### src/design/rc4d_ram.sv
// Generic simple dual-port RAM: one write port, one read port, registered read data.
// No dependencies.
module rc4d_ram #(
  parameter int Width = 8,
  parameter int Depth = 256
) (
  input  logic                     clk_i,
  input  logic                     we_i,
  input  logic [$clog2(Depth)-1:0] waddr_i,
  input  logic [Width-1:0]         wdata_i,
  input  logic                     re_i,
  input  logic [$clog2(Depth)-1:0] raddr_i,
  output logic [Width-1:0]         rdata_o
);

  logic [Width-1:0] mem_q [Depth];

  // Write port
  always_ff @(posedge clk_i) begin
    if (we_i) begin
      mem_q[waddr_i] <= wdata_i;
    end
  end

  // Read port: old data on a same-address collision
  always_ff @(posedge clk_i) begin
    if (re_i) begin
      rdata_o <= mem_q[raddr_i];
    end
  end

endmodule

### config.mk
export PLATFORM = sky130hd
export DESIGN_NAME = rc4d_ram
export DESIGN_NICKNAME = d
export VERILOG_FILES = /design/src/design/rc4d_ram.sv
export SDC_FILE = /design/constraint.sdc
export NUM_CORES = 2
export LEC_CHECK = 0
export BUFFER_PORTS_ARGS = -buffer_cell sky130_fd_sc_hd__buf_4
export CORE_MARGIN = 3
export CORE_UTILIZATION = 35
export CTS_BUF_LIST = sky130_fd_sc_hd__clkbuf_8
export CTS_CLUSTER_DIAMETER = 200
export DETAILED_ROUTE_END_ITERATION = 16
export GPL_TIMING_DRIVEN = 0
export PLACE_DENSITY = 0.57
export SLEW_MARGIN = 15
export SYNTH_ARGS = -nofsm -noshare
export SYNTH_HDL_FRONTEND = slang
export SYNTH_SLANG_ARGS = --single-unit
### constraint.sdc
create_clock -name clk_i -period 6.8 [get_ports clk_i]
set_clock_uncertainty 0.05 [all_clocks]
set_input_delay 1.36 -clock clk_i [delete_from_list [all_inputs] [get_ports clk_i]]
set_output_delay 1.36 -clock clk_i [all_outputs]
set_load 0.1 [all_outputs]
==> metrics.md <==
| Metric | Value |
|---|---|
| Die width | 483 µm |
| CTS max path bufs | 4 |
| Fin Setup TNS | 0 ns |
| Syn Area/Cell | 21.3 µm² |
| Worst reg2reg path depth | 6 |
| Hold EP | mem_q[71][3] |
| Grt peak-use layer | met2 |
| Post-route clock period utilization | 76.4% |
| Port-buffer cells | 27 |
| Fin worst setup slack | 1.60 ns |
| Final HPWL DP | 170,000 µm |
| FILL cells | 20,207 |
| Post-synth top flop | edfxtp_1 |
| Setup CP Type | in2reg |
| Wire per inst | 34.3 µm |
| GR Util All Layers | 21.3% |
| CP arrival | 5.81 ns |
| Slew HR | 10.2% |
| Number of synthesized flops with an enable pin | 2,056 |
| CP Cell Sequence | buf_2 > buf_4 > buf_2 > buf_1 > mux4_2 > a22oi_1 > a21oi_1 > nor4_1 > nor4_1 |
| Post-layout minimum cycle time | 5.20 ns |
| 1st-iter DRT viols | 6,626 |
| CP delay by family, top | buffers and inverters |
| Area grow syn2layout | 13.7% |
| Reg area | 61,700 µm² |
| Gpl congestion | 0.947 |
| Critical path endpoint category | register |
| Ys async rst share | 0% |
| Top cell type's share of synthesized area | 77.5% |
| Hold_sp | wdata_i[3] |
| Residual DRC | 0 |
| Layout Nets | 4,172 |
| First-pass GRT wire length | 344,000 µm |
| Syn Inst Count | 3,733 |
| Fin. max-slew vios | 0 |
| H-tree depth | 5 |
| Setup crit start kind | input pin |
| Number of global-route vias before repair | 41,690 |
| Critical path peak fanout | 10 |
| Post-CTS resize count | 0 |
| WL final | 254,000 µm |
| Worst Path Required | 7.41 ns |
| Buf/Inv on CP | 4 |
| Initial antenna violation count | 19 |
| Max_cap viols | 0 |
| Met2 usage | 32.6% |
| Via count | 42,525 |
| Largest net degree at the start of global routing | 138 |
| Synthesized area | 79,600 µm² |
| Placeable Area | 226,000 µm² |
| TritonCTS clock tree | yes |
| First-pass DRT Iterations | 8 |
| Dpl ws | 0.632 ns |
| Met1 Track Usage GR | 28.6% |
| Worst-case vdd ir drop | 157 µV |
| Fin. Hold Viols | 0 |
| Clk Latency, worst-skew pair | 1.05 ns |
| Row count | 174 |
| Area of the die | 233,000 µm² |
| DIE HEIGHT | 483 µm |
| Least-Margin Pin Slew | 1.35 ns |
| Utilization after layout | 40.1% |
| CP max stage cell | nor4_1 |
| Routed Antenna Nets | 0 |
| Clock transition at the registers of the reported paths | 0.06 ns |
| Setup violators final | 0 |
| Synth Warn # | 0 |
| Synth Register Bits | 2,056 |
| Sequential element share of the synthesized area | 77.5% |
| Worst hold slack | 0.632 ns |
| GRT Residual Overflow | 0 |
| Yosys cell types | 54 |
| Clk sinks | 2,056 |
| Top cells by area, synth | edfxtp_1 (78%), mux4_2 (13%), mux2i_1 (1.7%) |
| RSZ-0062 raised after global routing | no |
| Highest Clock Rate | 0.192 GHz |
| Setup slack, reg-to-reg | 3.13 ns |
| Dpl cells | 6,785 |
| Syn_nets | 3,760 |
| Multi-input logic area | 16,500 µm² |
| Root buf cell | clkbuf_8 |
| Reg2reg start | mem_q[26][3] |
| Hold crit path type | in2reg |
| P_leak | 28.0 nW |
| CTS buffer count | 349 |
| RR Endpoint | rdata_o[3] |
| Max stage delay on crit path | 1.08 ns |
| Hold Path Depth | 1 |
| Non-filler cells in the finished layout | 7,401 |
| I/O pin count | 35 |
| Synth area leader | edfxtp_1 |
| Status | completed |
| GR met3 Demand/Resource | 5.65% |
| Post-CTS Setup Bufs | 0 |
| CTS Hold Bufs | 0 |
| Initial Util | 35.3% |
| Share of layout cells above drive strength 1 | 24.3% |
| PwrDens | 281 nW/µm² |
| DR vias/cell | 5.75 |
[Yosys cell counts, drive strengths merged (10+ instances only)]
cell / n
edfxtp: 2056
mux4: 456
nor2: 282
mux2i: 134
a22oi: 133
buf: 122
clkbuf: 111
a21oi: 96
o221ai: 47
nand3: 34
nand2: 33
nor2b: 31
o22ai: 28
nor4: 27
nor3: 22
a211oi: 16
a221oi: 14
o21ai: 12
nand4: 10
o211ai: 10
[power by group]
| part | switching (mW) | total [mW] | internal (mW) |
|---|---|---|---|
| sequential | 0.00958 | 14.0 | 14.0 |
| clock | 4.92 | 9.83 | 4.91 |
| combinational | 1.12 | 1.59 | 0.472 |
| total | 6.05 | 25.4 | 19.4 |
[sequential cells by signal (all words and copies together), names as in the netlist]
name and cells:
rdata_o 8, mem_q 2048
[layout make-up]
class,instances,area share [%]
flip-flops and latches,2056,68.2
multi-input cells,1442,18.2
clock buffers,356,5.41
well taps,2992,4.14
plain buffers,233,1.65
repair buffers,61,1.20
clock inverters,242,1.14
diodes,17,0.0470
inverters,2,0.00829
[metal layers]
| metal | up-vias | part of all wire, % |
|---|---|---|
| li1 | 16612 | - |
| met1 | 22720 | 39 |
| met2 | 2671 | 46 |
| met3 | 522 | 11 |
| met4 | 0 | 4.6 |
| met5 | - | 0 |
[through the flow]
| stage | power, mW | instance area, µm² |
|---|---|---|
| global route | 26.1 | 90500 |
| finish | 25.4 | 90500 |
| global placement | 15.8 | 83600 |
| detailed placement | 15.8 | 84500 |
| floorplan | 15.0 | 79600 |
| CTS | 25.5 | 90500 |
[cell usage in the layout (no fill, tap or decap), types with 84 or more instances in the layout]
master,instances
nor2_1,282
a22oi_1,133
a21oi_1,96
inv_1,105
mux2i_1,134
clkbuf_1,84
mux4_2,454
clkbuf_8,356
edfxtp_1,2056
clkinv_1,99
[cells by family after synthesis]
kind of cell           after synthesis  share of synthesized area, %
AOI/OAI and AO/OA                  385                          3.42
buffers and inverters              235                          1.83
DFF                               2056                          77.5
muxes                              591                          14.6
and+or+nand+nor                    466                          2.63
[how the worst max path moves through the flow]
stage | start | to | slack, ns | depth (start not counted)
global route | raddr_i[1] | rdata_o[3] | 1.73 | 9
detailed placement | raddr_i[1] | rdata_o[5] | 0.63 | 9
global placement | raddr_i[1] | rdata_o[4] | 0.03 | 9
floorplan | raddr_i[0] | rdata_o[2] | 3.31 | 9
CTS | raddr_i[1] | rdata_o[5] | 1.74 | 9
finish | raddr_i[1] | rdata_o[3] | 1.60 | 9
(Power assumes the default switching activity.)
